===== config.mk =====
export PLATFORM = sky130hd
export DESIGN_NAME = crc_dist
export DESIGN_NICKNAME = d
export VERILOG_FILES = /design/src/hw/rtl/crc_pkg.sv /design/src/hw/rtl/crc_dist.sv
export SDC_FILE = /design/constraint.sdc
export NUM_CORES = 2
export LEC_CHECK = 0
export ABC_AREA = 1
export BUFFER_PORTS_ARGS = -buffer_cell sky130_fd_sc_hd__buf_2
export CORE_UTILIZATION = 60
export CTS_CLUSTER_SIZE = 14
export DETAILED_ROUTE_END_ITERATION = 6
export PLACE_DENSITY = 0.77
export SLEW_MARGIN = 0
export SYNTH_ARGS = -nofsm -noshare
export SYNTH_HDL_FRONTEND = slang
export SYNTH_SLANG_ARGS = --single-unit

===== constraint.sdc =====
create_clock -name i_clk -period 8.4 [get_ports i_clk]
set_clock_uncertainty 0.1 [all_clocks]
set_input_delay 0.42 -clock i_clk [delete_from_list [all_inputs] [get_ports i_clk]]
set_output_delay 0.42 -clock i_clk [all_outputs]
set_load 0.02 [all_outputs]

===== src/hw/rtl/crc_pkg.sv =====
package crc_pkg;

    localparam int COORD_W = 19;
    localparam int CHAR_W  = 8;
    localparam int CFG_W   = 9;
    localparam int FRAC_W  = 8;

    localparam logic [1:0] OP_CLEAR = 2'd0;
    localparam logic [1:0] OP_DRAW  = 2'd1;
    localparam logic [1:0] OP_READ  = 2'd2;

    localparam logic [1:0] CFG_WIDTH  = 2'd0;
    localparam logic [1:0] CFG_HEIGHT = 2'd1;
    localparam logic [1:0] CFG_BG     = 2'd2;

    localparam logic [CHAR_W-1:0] CH_FILLED  = 8'h43;
    localparam logic [CHAR_W-1:0] CH_OUTLINE = 8'h63;
    localparam logic [CHAR_W-1:0] CH_NUL     = 8'h00;
    localparam logic [CHAR_W-1:0] CH_NL      = 8'h0A;

    localparam logic [CFG_W-1:0]  WIDTH_RST  = 9'd1;
    localparam logic [CFG_W-1:0]  HEIGHT_RST = 9'd1;
    localparam logic [CHAR_W-1:0] BG_RST     = 8'd32;

    localparam int ONE_Q8 = 256;

endpackage


===== src/hw/rtl/crc_dist.sv =====
module crc_dist
    import crc_pkg::*;
#(
    parameter int DXW = 20,
    parameter int AW  = 16
) (
    input  logic                  i_clk,
    input  logic                  i_rst_n,
    input  logic                  i_valid,
    input  logic [AW-1:0]         i_addr,
    input  logic signed [DXW-1:0] i_dx,
    input  logic signed [DXW-1:0] i_dy,
    output logic                  o_valid,
    output logic [AW-1:0]         o_addr,
    output logic [2*DXW:0]        o_d2,
    output logic                  o_busy
);

    localparam int SQW = 2 * DXW;
    localparam int D2W = SQW + 1;

    logic                  r_va;
    logic                  r_vb;
    logic                  r_vc;
    logic [AW-1:0]         r_addr_a;
    logic [AW-1:0]         r_addr_b;
    logic [AW-1:0]         r_addr_c;
    logic signed [DXW-1:0] r_dx;
    logic signed [DXW-1:0] r_dy;
    logic [SQW-1:0]        r_dx2;
    logic [SQW-1:0]        r_dy2;
    logic [D2W-1:0]        r_d2;
    logic signed [SQW-1:0] dx_sq;
    logic signed [SQW-1:0] dy_sq;

    assign dx_sq = r_dx * r_dx;
    assign dy_sq = r_dy * r_dy;

    always_ff @(posedge i_clk) begin
        if (!i_rst_n) begin
            r_va <= 1'b0;
            r_vb <= 1'b0;
            r_vc <= 1'b0;
        end else begin
            r_va <= i_valid;
            r_vb <= r_va;
            r_vc <= r_vb;
        end
    end

    always_ff @(posedge i_clk) begin
        r_addr_a <= i_addr;
        r_dx     <= i_dx;
        r_dy     <= i_dy;
        r_addr_b <= r_addr_a;
        r_dx2    <= dx_sq;
        r_dy2    <= dy_sq;
        r_addr_c <= r_addr_b;
        r_d2     <= D2W'(r_dx2) + D2W'(r_dy2);
    end

    assign o_valid = r_vc;
    assign o_addr  = r_addr_c;
    assign o_d2    = r_d2;
    assign o_busy  = r_va | r_vb | r_vc;

endmodule


==> summary.md <==
| Metric | Value |
|---|---|
| Clock slew at reported path FFs | 70 ps |
| CTS tree | yes |
| Die W | 246 um |
| Max frequency | 139 MHz |
| Post-cts sizing count | 0 |
| Antenna violations before repair | 1 |
| Top post-synthesis cells by area | fa_1, inv_1, dfxtp_1 |
| Startpoint types | flip-flop |
| Vias in the first global route | 28,600 |
| CP cell instances | nand2_1 -> fa_1 -> fa_1 -> inv_1 -> fa_1 -> inv_1 -> fa_1 -> inv_1 -> fa_1 -> inv_1 -> fa_1 -> fa_1 -> inv_1 -> ha_1 -> a21oi_1 -> o21ai_0 -> nand2_1 -> nand2_1 -> a21oi_1 -> nand3_1 -> nand2_1 -> nand2_1 |
| Nets@finish | 5,505 |
| DRC Markers | 0 |
| Rows | 88 |
| Clk Tree Root Cell | clkbuf_16 |
| Arrival @ worst endpoint | 7580 ps |
| Share of post-route cells with drive strength above 1 | 5.46% |
| RSZ-0062 raised after global routing | false |
| Hold violation count in the final report | 0 |
| I/O pin count | 118 |
| EDFF count, synth | 0 |
| Synthesized cell area | 35,600 um^2 |
| Synth Flop Type | dfxtp_1 |
| Max-cap violations | 0 |
| DPL Wire Length | 73,900 um |
| Final Cycle Share | 85.6% |
| Initial core utilization | 61.2% |
| Yosys cell types | 41 |
| Synth async-reset ratio | 0% |
| GP Congestion | 0.980 |
| Global Route Usage Sum | 29.7% |
| Worst path slowest cell | dfxtp_1 |
| Post-DRT Antenna Nets | 0 |
| Area growth from synthesis to layout | 8.32% |
| Number of setup buffers added after CTS | 0 |
| Mapped Cells | 4,280 |
| Die Ht | 246 um |
| Final setup fails | 0 |
| Final wirelength | 85,200 um |
| Setup TNS | 0 ps |
| Vias per cell | 5.14 |
| Cell count after placement | 5,100 |
| Status | complete, no violations |
| DRT iter0 DRCs | 1,617 |
| WS Path Type | reg -> reg |
| Clk_lat worst skew | 600 ps |
| Clock sinks | 210 |
| H-tree depth | 1 |
| First-pass DRT Iterations | 5 |
| Worst slew pin tran | 1130 ps |
| Synth warn | 0 |
| Syn_nets | 5,360 |
| Pin count of the biggest net entering global routing | 23 |
| Cell mode on critical path | fa_1 |
| Antenna Diode Count | 0 |
| Worst Setup End Kind | flip-flop |
| Crit-path max FO | 20 |
| Avg Cell Area, Syn | 8.33 um^2 |
| Area share of the largest cell type after synthesis | 42.9% |
| Post-synthesis sequential area ratio | 11.8% |
| First-pass GRT wire length | 141,000 um |
| Synth Register Bits | 210 |
| Total CTS buffers | 29 |
| Max-slew headroom | 24.9% |
| Max incr delay on CP | 940 ps |
| Die area | 60,400 um^2 |
| Required time of the critical path | 8780 ps |
| Synth area leader | fa_1 |
| CTS Buffer Depth | 3 |
| Core area | 58,200 um^2 |
| Hold Path Class | reg -> reg |
| Hold_ws | 225 ps |
| Total grt overflow | 0 |
| Slew Viols, Final | 0 |
| IO buf count | 117 |
| Placed inst area | 37,000 um^2 |
| WL per Instance | 16.3 um |
| Via Count | 26,800 |
| Min Tclk post-route | 7190 ps |
| Final Instance Count excl. Fillers | 5,212 |
| Final instance area | 38,600 um^2 |
## cell usage after synthesis, drive strengths merged, types with 19 or more instances
master	n
o21ai	77
a21oi	141
nand3	102
xor2	86
inv	1238
nand2	928
dfxtp	210
ha	257
o21bai	23
clkbuf	77
nor2	240
xnor2	19
fa	764
nand4	27
## routing by layer
| metal | up-vias | GRT usage, % | wire length [um] |
|---|---|---|---|
| li1 | 12700 | - | - |
| met1 | 13100 | 40.3 | 36300 |
| met2 | 812 | 50.3 | 41000 |
| met3 | 152 | 3.54 | 5210 |
| met4 | 2 | 8.64 | 2600 |
| met5 | - | 0 | 12 |
## final timing paths
path | start | endpoint | slack (ps) | cells after the start
setup reg to reg | r_dy[3] | r_dy2[36] | 1210 | 22
hold / removal | r_addr_b[2] | o_addr[2] | 220 | 0
setup / recovery | r_dy[3] | r_dy2[36] | 1210 | 22
hold reg to reg | r_addr_b[2] | o_addr[2] | 220 | 0
## sequential cells by signal (all words and copies together) (netlist names)
signal and count:
o_addr 16, o_d2 41, o_valid 1, r_addr_a 16, r_addr_b 16, r_dx 20, r_dx2 39, r_dy 20
r_dy2 39, r_va 1, r_vb 1
## cell families (layout without fill, tap and decap cells)
group	Yosys count	count (layout)	share of synthesized area, %
AND/OR/NAND/NOR	1349	1349	15.4
buffers and inverters	1324	1491	13.9
adder cells (fa/ha/maj)	1021	1021	51.9
AO/OA/AOI/OAI	270	270	4.34
flip-flops	210	210	11.8
XOR/XNOR	105	105	2.58
multiplexers	1	1	0.0316
## cell type report
class | instances | area (um^2)
Fill cell | 4829 | 19600
Inverter | 1238 | 4650
Tap cell | 765 | 957
Timing Repair Buffer | 200 | 1360
Clock inverter | 20 | 205
Multi-Input combinational cell | 2746 | 26500
Sequential cell | 210 | 4200
Clock buffer | 33 | 771
## timing repair
item,4_1_cts,5_1_grt
hold buffers,59,0
endpoints found under the hold margin,59,0
setup endpoints to repair,0,0
## through the flow
stage	utilization (%)	setup slack [ps]
floorplan	-	1940
global placement	63.6	1400
CTS	66.3	1240
global route	66.3	832
finish	66.3	1210
detailed placement	63.6	1260
## critical path, delay by kind of cell (launching register included)
family | cells | cell delay, ps
DFF | 1 | 940
adders and majority gates | 8 | 4280
buffers and inverters | 5 | 470
and+or+nand+nor | 6 | 680
AOI/OAI and AO/OA | 3 | 600
## cell usage in the layout, fill, tap and decap left out, drive strengths merged, types with 27 or more instances in the layout
| cell type | count |
|---|---|
| a21oi | 141 |
| buf | 141 |
| clkbuf | 33 |
| dfxtp | 210 |
| dlygate4sd3 | 59 |
| fa | 764 |
| ha | 257 |
| inv | 1249 |
| nand2 | 928 |
| nand3 | 102 |
| nand4 | 27 |
| nor2 | 240 |
| o21ai | 77 |
| xor2 | 86 |
Power is not shown: default switching activity piles up to over one toggle a cycle in this logic, so the estimate is an artifact.
